<file path="config.mk">
export PLATFORM = sky130hd
export DESIGN_NAME = mersenne127_field_alu_unit
export DESIGN_NICKNAME = d
export VERILOG_FILES = /design/src/rtl/m127_pkg.sv /design/src/rtl/m127_modadd.sv /design/src/rtl/m127_seq.sv /design/src/rtl/mersenne127_field_alu_unit.sv
export SDC_FILE = /design/constraint.sdc
export NUM_CORES = 2
export LEC_CHECK = 0
export ABC_AREA = 0
export BUFFER_PORTS_ARGS = -buffer_cell sky130_fd_sc_hd__buf_2
export CORE_MARGIN = 1
export CORE_UTILIZATION = 35
export DETAILED_ROUTE_END_ITERATION = 10
export HOLD_SLACK_MARGIN = 0.05
export SETUP_SLACK_MARGIN = 0.15
export SLEW_MARGIN = 30
export SYNTH_ARGS = -nofsm -noshare
export SYNTH_HDL_FRONTEND = slang
export SYNTH_SLANG_ARGS = --single-unit
</file>
<file path="constraint.sdc">
create_clock -name aclk -period 27.8 [get_ports aclk]
set_clock_uncertainty 0.2 [all_clocks]
set_input_delay 1.39 -clock aclk [delete_from_list [all_inputs] [get_ports aclk]]
set_output_delay 1.39 -clock aclk [all_outputs]
set_load 0.005 [all_outputs]
</file>
<file path="src/rtl/m127_pkg.sv">
// Shared types and constants for the modulo 2^127-1 field ALU.
package m127_pkg;

    localparam int FW    = 127;             // field element width
    localparam int EXP_W = 64;              // pow exponent width
    localparam int CNT_W = $clog2(FW);      // multiplier bit counter
    localparam int IN_W  = 328;             // 321 payload bits, byte padded
    localparam int OUT_W = 136;             // 129 payload bits, byte padded

    localparam logic [FW-1:0] PRIME      = {FW{1'b1}};
    localparam logic [FW-1:0] PRIME_M2   = {{(FW-2){1'b1}}, 2'b01};
    localparam logic [FW-1:0] SCALED_ONE = FW'(2);

    typedef enum logic [2:0] {
        OP_ADD = 3'd0,
        OP_SUB = 3'd1,
        OP_MUL = 3'd2,
        OP_POW = 3'd3,
        OP_INV = 3'd4,
        OP_C2S = 3'd5,
        OP_S2C = 3'd6
    } op_t;

    typedef enum logic [1:0] {
        STS_OK       = 2'd0,
        STS_BAD_OPND = 2'd1,
        STS_INV_ZERO = 2'd2
    } sts_t;

    typedef enum logic [1:0] {
        SQ_IDLE = 2'd0,
        SQ_EXP  = 2'd1,
        SQ_MUL  = 2'd2,
        SQ_DONE = 2'd3
    } seq_state_t;

    // where a finished product goes
    typedef enum logic [1:0] {
        MK_RES  = 2'd0,
        MK_R    = 2'd1,
        MK_BASE = 2'd2
    } mul_kind_t;

    typedef struct packed {
        logic [2:0]       op;
        logic [FW-1:0]    a;
        logic [FW-1:0]    b;
        logic [EXP_W-1:0] e;
    } req_t;

    typedef struct packed {
        logic idle;
        logic done;
    } seq_stat_t;

    function automatic logic [FW-1:0] rotl1(input logic [FW-1:0] v);
        return {v[FW-2:0], v[FW-1]};
    endfunction

    function automatic logic [FW-1:0] rotr1(input logic [FW-1:0] v);
        return {v[0], v[FW-1:1]};
    endfunction

endpackage

</file>
<file path="src/rtl/m127_modadd.sv">
// Modular adder for p = 2^127-1 (end-around carry, p folded to zero).
module m127_modadd (
    input  logic [m127_pkg::FW-1:0] x,
    input  logic [m127_pkg::FW-1:0] y,
    output logic [m127_pkg::FW-1:0] sum
);
    import m127_pkg::*;

    logic [FW:0]   raw;
    logic [FW-1:0] fold;

    // y may equal p (negated zero); x + p still folds back to x
    always_comb begin
        raw  = {1'b0, x} + {1'b0, y};
        fold = raw[FW-1:0] + FW'(raw[FW]);
        sum  = (fold == PRIME) ? '0 : fold;
    end

endmodule

</file>
<file path="src/rtl/m127_seq.sv">
// Sequencer: operand checks, bit-serial modular multiply, square-and-multiply.
module m127_seq (
    input  logic                    aclk,
    input  logic                    aresetn,
    input  logic                    start,
    input  m127_pkg::req_t          req,
    input  logic                    take,
    output m127_pkg::seq_stat_t     stat,
    output logic [m127_pkg::FW-1:0] res,
    output logic [1:0]              status
);
    import m127_pkg::*;

    seq_state_t       state_reg, state_next;
    mul_kind_t        kind_reg, kind_next;
    logic [FW-1:0]    acc_reg, acc_next;
    logic [FW-1:0]    mx_reg, mx_next;
    logic [FW-1:0]    my_reg, my_next;
    logic [CNT_W-1:0] cnt_reg, cnt_next;
    logic [FW-1:0]    r_reg, r_next;
    logic [FW-1:0]    base_reg, base_next;
    logic [FW-1:0]    e_reg, e_next;
    logic [FW-1:0]    res_reg, res_next;
    logic [1:0]       sts_reg, sts_next;

    logic [FW-1:0] add_x, add_y, add_s, prod;
    logic          uses_b;

    m127_modadd u_add (
        .x   (add_x),
        .y   (add_y),
        .sum (add_s)
    );

    always_ff @(posedge aclk) begin
        if (!aresetn) begin
            state_reg <= SQ_IDLE;
        end else begin
            state_reg <= state_next;
        end
    end

    always_ff @(posedge aclk) begin
        kind_reg <= kind_next;
        acc_reg  <= acc_next;
        mx_reg   <= mx_next;
        my_reg   <= my_next;
        cnt_reg  <= cnt_next;
        r_reg    <= r_next;
        base_reg <= base_next;
        e_reg    <= e_next;
        res_reg  <= res_next;
        sts_reg  <= sts_next;
    end

    always_comb begin
        state_next = state_reg;
        kind_next  = kind_reg;
        acc_next   = acc_reg;
        mx_next    = mx_reg;
        my_next    = my_reg;
        cnt_next   = cnt_reg;
        r_next     = r_reg;
        base_next  = base_reg;
        e_next     = e_reg;
        res_next   = res_reg;
        sts_next   = sts_reg;

        // multiply step: acc = 2*acc + bit*x, MSB of multiplier first
        add_x = rotl1(acc_reg);
        add_y = my_reg[FW-1] ? mx_reg : '0;
        prod  = rotr1(add_s);   // final halving
        uses_b = (req.op == OP_ADD) || (req.op == OP_SUB) || (req.op == OP_MUL);

        if (state_reg == SQ_IDLE) begin
            add_x = req.a;
            add_y = (req.op == OP_SUB) ? ~req.b :
                    (req.op == OP_C2S) ? req.a : req.b;
        end

        unique case (state_reg)
            SQ_IDLE: begin
                if (start) begin
                    res_next   = '0;
                    sts_next   = STS_OK;
                    state_next = SQ_DONE;
                    if (req.a == PRIME || (uses_b && req.b == PRIME)) begin
                        if (req.op <= OP_S2C) begin
                            sts_next = STS_BAD_OPND;
                        end
                    end else begin
                        unique case (req.op)
                            OP_ADD, OP_SUB, OP_C2S: res_next = add_s;
                            OP_S2C: res_next = rotr1(req.a);
                            OP_MUL: begin
                                mx_next    = req.a;
                                my_next    = req.b;
                                acc_next   = '0;
                                cnt_next   = '0;
                                kind_next  = MK_RES;
                                state_next = SQ_MUL;
                            end
                            OP_POW: begin
                                r_next     = SCALED_ONE;
                                base_next  = req.a;
                                e_next     = FW'(req.e);
                                state_next = SQ_EXP;
                            end
                            OP_INV: begin
                                if (req.a == '0) begin
                                    sts_next = STS_INV_ZERO;
                                end else begin
                                    r_next     = SCALED_ONE;
                                    base_next  = req.a;
                                    e_next     = PRIME_M2;
                                    state_next = SQ_EXP;
                                end
                            end
                            default: ;  // reserved code: zero result, ok
                        endcase
                    end
                end
            end
            SQ_EXP: begin
                acc_next = '0;
                cnt_next = '0;
                if (e_reg == '0) begin
                    res_next   = r_reg;
                    state_next = SQ_DONE;
                end else if (e_reg[0]) begin
                    mx_next    = base_reg;
                    my_next    = r_reg;
                    kind_next  = MK_R;
                    state_next = SQ_MUL;
                end else begin
                    e_next = e_reg >> 1;
                    // square only while exponent bits remain
                    if (e_reg[FW-1:1] != '0) begin
                        mx_next    = base_reg;
                        my_next    = base_reg;
                        kind_next  = MK_BASE;
                        state_next = SQ_MUL;
                    end
                end
            end
            SQ_MUL: begin
                acc_next = add_s;
                my_next  = my_reg << 1;
                cnt_next = cnt_reg + 1'b1;
                if (cnt_reg == CNT_W'(FW - 1)) begin
                    unique case (kind_reg)
                        MK_RES: begin
                            res_next   = prod;
                            state_next = SQ_DONE;
                        end
                        MK_R: begin
                            r_next     = prod;
                            e_next     = {e_reg[FW-1:1], 1'b0};
                            state_next = SQ_EXP;
                        end
                        MK_BASE: begin
                            base_next  = prod;
                            state_next = SQ_EXP;
                        end
                        default: state_next = SQ_EXP;
                    endcase
                end
            end
            SQ_DONE: begin
                if (take) begin
                    state_next = SQ_IDLE;
                end
            end
            default: state_next = SQ_IDLE;
        endcase
    end

    assign stat.idle = (state_reg == SQ_IDLE);
    assign stat.done = (state_reg == SQ_DONE);
    assign res       = res_reg;
    assign status    = sts_reg;

endmodule

</file>
<file path="src/rtl/mersenne127_field_alu_unit.sv">
// Top level of the field ALU modulo 2^127-1 with stream request and result ports.
//
// One request in, one result out. s_tdata carries the operation and operands;
// m_tdata carries the 127-bit result and a status code. Values are in the
// scaled form 2v mod p; mul returns a*b/2 mod p.
// Work per request until the result can be taken (m_tvalid high):
//   add, sub, conversions, any error, reserved op : no multiplier pass
//   mul : 127 steps of the shared modular adder, 1 bit each
//   pow : a series of multiplies and squarings, by exponent bit
//   inv : 252 multiplications
// The throughput limit is the single modular adder inside the bit-serial
// multiplier; one request is worked on at a time and s_tready is low while
// the sequencer is busy.
// A finished result sits in the output register; a new request is taken
// while it waits. If the receiver stalls and a second result completes, the
// sequencer holds it and keeps s_tready low until the register frees up.
// Reset (aresetn low, synchronous) empties the output register and returns
// the sequencer to idle.
module mersenne127_field_alu_unit (
    input  logic                       aclk,
    input  logic                       aresetn,
    input  logic                       s_tvalid,
    output logic                       s_tready,
    // req_type[2:0], a_lo[66:3], a_hi[129:67], b_lo[193:130], b_hi[256:194],
    // exponent[320:257], zero pad
    input  logic [m127_pkg::IN_W-1:0]  s_tdata,
    output logic                       m_tvalid,
    input  logic                       m_tready,
    // result_lo[63:0], result_hi[126:64], status[128:127], zero pad
    output logic [m127_pkg::OUT_W-1:0] m_tdata
);
    import m127_pkg::*;

    req_t                req;
    seq_stat_t           stat;
    logic [FW-1:0]       res;
    logic [1:0]          status;
    logic                take;
    logic                m_tvalid_reg, m_tvalid_next;
    logic [OUT_W-1:0]    m_tdata_reg, m_tdata_next;

    // unpack the request
    assign req.op = s_tdata[2:0];
    assign req.a  = {s_tdata[129:67], s_tdata[66:3]};
    assign req.b  = {s_tdata[256:194], s_tdata[193:130]};
    assign req.e  = s_tdata[320:257];

    // output register free, or being emptied this cycle
    assign take = !m_tvalid_reg || m_tready;

    m127_seq u_seq (
        .aclk    (aclk),
        .aresetn (aresetn),
        .start   (s_tvalid && stat.idle),
        .req     (req),
        .take    (take),
        .stat    (stat),
        .res     (res),
        .status  (status)
    );

    always_comb begin
        m_tvalid_next = m_tvalid_reg;
        m_tdata_next  = m_tdata_reg;
        if (m_tvalid_reg && m_tready) begin
            m_tvalid_next = 1'b0;
        end
        if (stat.done && take) begin
            m_tvalid_next = 1'b1;
            m_tdata_next  = {(OUT_W - FW - 2)'(0), status, res};
        end
    end

    always_ff @(posedge aclk) begin
        if (!aresetn) begin
            m_tvalid_reg <= 1'b0;
        end else begin
            m_tvalid_reg <= m_tvalid_next;
        end
    end

    always_ff @(posedge aclk) begin
        m_tdata_reg <= m_tdata_next;
    end

    assign s_tready = stat.idle;
    assign m_tvalid = m_tvalid_reg;
    assign m_tdata  = m_tdata_reg;

endmodule

</file>
### After elaboration in Yosys (flattened, before gate mapping)

Cells that the tools add are included.

* eq/ne operators: 30
* $lt $le $gt $ge: 1
* reduce and logical (&&, ||, !) cells: 30
* muxes and demuxes: 80
* $add $sub $neg: 3
* bitwise operators: 2

Operator list (count)
* 2-to-1 mux 127 bit: 41
* one-hot mux 127 bit (2 select lines): 7
* one-hot mux 127 bit (3 select lines): 4
* == test 127 bit (second input constant): 3
* logical NOT 127 bit: 2
* adder 127 x 127 -> 128 bit: 1
* adder 127 x 1 -> 127 bit: 1
* NOT 127 bit: 1
* nonzero test 126 bit: 1
* 2-to-1 mux 2 bit: 17
* 2-to-1 mux 7 bit: 3
* one-hot mux 7 bit (3 select lines): 1
* AND reduction 8 bit: 2
* AND reduction 7 bit: 2
* != test 2 x 1 -> 1 bit (second input constant): 6
* AND reduction 6 bit: 2
* != test 2 bit (second input constant): 5
* == test 3 bit (second input constant): 3
* one-hot mux 2 bit (4 select lines): 1
* AND reduction 4 bit: 2
* adder 7 x 1 -> 7 bit (second input constant): 1
* == test 7 bit (second input constant): 1
* == test 2 bit (second input constant): 3
* == test 3 x 2 -> 1 bit (second input constant): 2
* other kinds (20): 34

* output and inout port bits: 138
* logic and storage cells: 160
* flip-flop bits (word level): 1032

### Longest topological paths before layout

* word-level depth: 12
* depth in mapped cells: 46
* gate-level depth less buffers: 35

### Cells and area by module

A second synthesis with hierarchy kept.

* cells, all modules: 6953
* area total of the unflattened synthesis: 66866.6 µm²

Modules (own cells, without submodules)
* m127_seq: area an instance 46870.0 µm², times used 1, sequential area each 27066.0 µm², cells an instance 4228
* m127_modadd: area an instance 16002.8 µm², times used 1, sequential area each 0.0 µm², cells an instance 2582
* mersenne127_field_alu_unit: area an instance 3993.8 µm², times used 1, sequential area each 3893.7 µm², cells an instance 143

### Worst setup path after synthesis

No wires, ideal clock.

* path kind: in2reg
* start point: in s_tvalid
* end point: reg u_seq.res_reg[0] (netlist: u_seq.res[0]), enable pin
* path buffers: 0
* stages on the path: 2
* setup time: 1.287 ns
* setup slack: 5.283 ns
* arrival time: 21.030 ns
* path through: nor2b_1 > a2111oi_0

* cells in the longest elaborated chain, start to end: 3

RTL lines
* start: declaration: line mersenne127_field_alu_unit.sv:22 `input logic s_tvalid,`
* logical AND 1 bit: line mersenne127_field_alu_unit.sv:54 `.start (s_tvalid && stat.idle),`
* != test 2 x 1 -> 1 bit (no source line)
* AND reduction 5 bit (no source line)
* end signal: assignment: line m127_seq.sv:52 `res_reg <= res_next;`
* end: declaration: line m127_seq.sv:23 `logic [FW-1:0] res_reg, res_next;`

Every way passes these cells.
A chain may end at the register's enable or synchronous reset.

### Worst setup path in the final report

* start point: in s_tdata[1] in the netlist's numbering
* end point: reg u_seq.r_reg[59] (data pin)

* cells in the longest elaborated chain, start to end: 11

RTL lines
* start: declaration: line mersenne127_field_alu_unit.sv:26 `input logic [m127_pkg::IN_W-1:0] s_tdata,`
* == test 3 bit: line m127_seq.sv:78 `(req.op == OP_C2S) ? req.a : req.b;`
* 2-to-1 mux 127 bit: line m127_seq.sv:78
* 2-to-1 mux 127 bit: line m127_seq.sv:77 `add_y = (req.op == OP_SUB) ? ~req.b :`
* 2-to-1 mux 127 bit: line m127_seq.sv:75 `if (state_reg == SQ_IDLE) begin`
* adder 127 x 127 -> 128 bit: line m127_modadd.sv:14 `raw = {1'b0, x} + {1'b0, y};`
* adder 127 x 1 -> 127 bit: line m127_modadd.sv:15 `fold = raw[FW-1:0] + FW'(raw[FW]);`
* == test 127 bit: line m127_modadd.sv:16 `sum = (fold == PRIME) ? '0 : fold;`
* 2-to-1 mux 127 bit: line m127_modadd.sv:16
* 2-to-1 mux 127 bit: line m127_seq.sv:151 `unique case (kind_reg)`
* 2-to-1 mux 127 bit: line m127_seq.sv:150 `if (cnt_reg == CNT_W'(FW - 1)) begin`
* one-hot mux 127 bit (2 select lines) *: line m127_seq.sv:81 `unique case (state_reg)`
* end signal: assignment: line m127_seq.sv:49 `r_reg <= r_next;`
* end: declaration: line m127_seq.sv:20 `logic [FW-1:0] r_reg, r_next;`

Every way passes the cells marked *; elsewhere a longest branch is shown, timed or not. The select of a mux whose other input is x is not followed.

==> results.txt <==
----------------------------------------------------
[Worst setup path]
  Worst flop-to-flop path endpoint ... u_seq.r_reg[59]
  Crit Path Class ... input port to flip-flop
  Data arrival time of the critical path ... 16.90 ns
  Library cell contributing the largest single delay on the critical path ... sky130_fd_sc_hd__or4_1
  Flop-to-flop setup slack ... about 12 ns
  Data required, critical path ... 28.09 ns
  Critical path capture point type ... flip-flop
  CP most frequent cell ... sky130_fd_sc_hd__buf_4
  Origin of the critical flop-to-flop path ... u_seq.state_reg[0]
  Nature of the critical path startpoint ... input port
  Biggest fanout along the worst timing path ... 67
  Longest individual stage delay on the worst path ... 0.77 ns
  Depth of the worst register-to-register path ... 40

[Global route]
  Vias in the first global route ... 55000
  Largest net degree at the start of global routing ... approximately 150
  Remaining global-route overflow ... 0
  Initial antenna violation count ... 59
  Combined global-route utilization of all metal layers ... 29.51%
  First-pass GRT wire length ... 404200 um

[Drt]
  Number of routed nets with antenna violations ... 0
  Aggregate routed wire length ... around 290000 um
  Ratio of routed vias to standard cells ... 6.227
  Routed length per placed instance ... 30.35 um
  Drt initial violations ... 6937
  DR pass1 iterations ... 9
  DR vias ... 58890
  Drc violations ... 1

[Final layout]
  Total area of multi-input combinational cells ... 31820 um2
  Number of flip-flops under the largest register name ... about 130
  Nets ... 7332
  Non-Filler Instances ... 9458
  Synthesis-to-finish area growth ... 13.31%
  Share of cells above drive strength 1 ... 15.71%
  Leading cell type in the layout, fill and taps excluded ... sky130_fd_sc_hd__edfxtp_1
  Final Core Density ... 40.02%
  Fill cell total of the finished layout ... 18130
  Sequential cell area ... 30960 um2
  Commonest cells after routing, fill and taps aside ... sky130_fd_sc_hd__edfxtp_1 (1029), sky130_fd_sc_hd__nor2_1 (693), sky130_fd_sc_hd__nand2_1 (672)

[Clock tree]
  Setup Buffers After CTS ... 0
  Number of clock sinks ... 1032
  Clock tree from TritonCTS ... yes
  Clock-pin slew on the worst setup and hold paths ... roughly 0.060 ns
  Clock network latency to the later pin of the worst-skew pair ... 0.81 ns
  Number of hold buffers added after cts ... 0
  Number of H-tree levels ... 3
  Buffer cell driving the clock tree root ... sky130_fd_sc_hd__clkbuf_16
  PostCTS Resize Cnt ... 0
  Cts bufs inserted ... 112
  Number of buffers on the longest clock path ... 3

[Synth]
  Commonest register cell after synthesis ... sky130_fd_sc_hd__edfxtp_1
  Synthesis Warnings ... 0
  Leading cell types by total area after synthesis ... sky130_fd_sc_hd__edfxtp_1 (48%), sky130_fd_sc_hd__mux2_2 (5.1%), sky130_fd_sc_hd__nor2_1 (4.0%), sky130_fd_sc_hd__o21ai_0 (4.0%), sky130_fd_sc_hd__nand2_1 (3.9%)
  Part of the Yosys area used for sequential elements ... between 40% and 50%
  Share of Yosys cell area claimed by the top area cell type ... between 40% and 50%
  Count of state elements after synthesis ... 1032
  Cell type contributing the most total cell area after synthesis ... sky130_fd_sc_hd__edfxtp_1
  Post-synthesis instance area ... 64870 um2
  Count of flip-flops with a built-in enable after synthesis ... 1029
  Count of unique library cells instantiated by Yosys ... 86
  Gate Count Post-Synth ... ~6600
  Avg Cell Area, Syn ... 9.776 um2
  Post-synth ARST share ... 0%

[Worst hold path]
  Hold path startpoint ... u_seq.res[37]
  WHS Endpoint ... m_tdata[37]
  Hold Crit Class ... flip-flop to flip-flop
  Cell count of the worst hold path ... 0

[Place]
  Number of buffer cells added on primary ports ... between 400 and 500
  Half-perimeter wire length after placement ... 216400 um
  Number of placed instances, taps included ... between 9000 and 10000
  Placer congestion estimate ... 1.012

[Die]
  I/O pins ... 470
  Starting density of the core ... 35.32%
  Floorplan row count ... between 150 and 200
  Die outline height ... 432.5 um
  Die outline area ... between 150000 and 200000 um2
  Die width ... ~430 um
  Core footprint ... 183700 um2

[STA]
  Max-slew violation count ... 0
  Min cycle time layout ... around 17 ns
  Number of hold violations in the final report ... 0
  Final setup TNS ... 0 ns
  Final setup viols ... 0
  Peak Freq ... 0.06019 GHz
  Unrepaired setup endpoints after global routing ... false
  WHS ... 0.2112 ns
  Ratio of final minimum period to clock period ... between 50% and 60%
  Slew Limit Headroom ... between 20% and 30%
  Worst-margin pin slew ... between 1 and 1.5 ns

[Status]
  Status ... finished with violations
  Failing checks ... DRC

[Run]
  Max Cap Violations ... 0

----------------------------------------------------
-- cell usage after synthesis (23+ instances only) --
master and number:
sky130_fd_sc_hd__a31oi_1 29, sky130_fd_sc_hd__or4_1 28, sky130_fd_sc_hd__nand3_1 159, sky130_fd_sc_hd__mux2i_1 131, sky130_fd_sc_hd__o31ai_1 23, sky130_fd_sc_hd__a21o_1 106
sky130_fd_sc_hd__and4_1 49, sky130_fd_sc_hd__mux2_2 294, sky130_fd_sc_hd__nand2_1 674, sky130_fd_sc_hd__xor2_1 74, sky130_fd_sc_hd__nor3_1 123, sky130_fd_sc_hd__o211ai_1 29
sky130_fd_sc_hd__nand4_1 243, sky130_fd_sc_hd__buf_4 26, sky130_fd_sc_hd__edfxtp_1 1029, sky130_fd_sc_hd__or3_1 43, sky130_fd_sc_hd__ha_1 135, sky130_fd_sc_hd__a211oi_1 30
sky130_fd_sc_hd__a22o_1 28, sky130_fd_sc_hd__o22a_1 90, sky130_fd_sc_hd__xnor2_1 111, sky130_fd_sc_hd__a41oi_1 92, sky130_fd_sc_hd__a21oi_1 447, sky130_fd_sc_hd__and2_1 71
sky130_fd_sc_hd__o21a_1 27, sky130_fd_sc_hd__inv_1 156, sky130_fd_sc_hd__and3_1 38, sky130_fd_sc_hd__clkbuf_1 409, sky130_fd_sc_hd__nor4_1 143, sky130_fd_sc_hd__a22oi_1 185
sky130_fd_sc_hd__o2bb2ai_1 106, sky130_fd_sc_hd__nor2_1 697, sky130_fd_sc_hd__o21ai_0 515
-- metrics by stage --
step                      setup WS (ns)  instance area [um2]
after floorplan                   5.283                64900
after global routing              10.66                73470
after detailed placement          10.82                69680
after CTS                         11.63                73370
after global placement            11.00                69610
final                             11.19                73510
-- worst max-delay path by stage --
stage | cells after the start | slack (ns) | start | end
finish | 42 | 11.19 | s_tdata[1] | u_seq.r_reg[59]
global route | 42 | 10.66 | s_tdata[1] | u_seq.acc_reg[61]
CTS | 40 | 11.63 | s_tdata[1] | u_seq.r_reg[59]
detailed placement | 42 | 10.82 | s_tdata[1] | u_seq.r_reg[59]
global placement | 42 | 11.00 | s_tdata[1] | u_seq.acc_reg[58]
floorplan | 2 | 5.28 | s_tvalid | u_seq.res[0]
-- logic make-up (layout without fill, tap and decap cells) --
group | after synthesis | count (layout) | share of synthesized area [%]
xor+xnor | 185 | 185 | 2.498
flops | 1032 | 1032 | 47.72
mux | 425 | 425 | 7.124
buf+inv | 621 | 937 | 3.765
simple gates | 2373 | 2373 | 17.53
compound gates | 1863 | 1863 | 18.72
other cells | 1 | 43 | 0.005780
fa+ha+maj | 136 | 136 | 2.635
-- layer usage --
layer	vias up	global-route usage, %	share of wire (%)
li1	25920	-	-
met1	29460	40.24	43
met2	2990	46.70	46
met3	496	4.729	7.9
met4	30	11.50	3.9
met5	-	0	0.065
-- critical path, delay by kind of cell --
family                     cells  cell delay, ns
and+or+nand+nor               17            6.89
AOI/OAI and AO/OA             14            3.21
adders and majority gates      3            1.01
buffers and inverters          8            4.04
-- cell type report --
class	instances	area share, %
Timing Repair Buffer	571	4.455
Inverter	158	0.8119
Sequential cell	1032	42.12
Clock buffer	132	3.915
Multi-Input combinational cell	4989	43.29
Antenna cell	36	0.1226
Tap cell	2464	4.194
Clock inverter	76	1.093
Power is left out: the tool's default activity adds up to more than one toggle a clock period on the data nets, which glitch-free logic cannot reach.
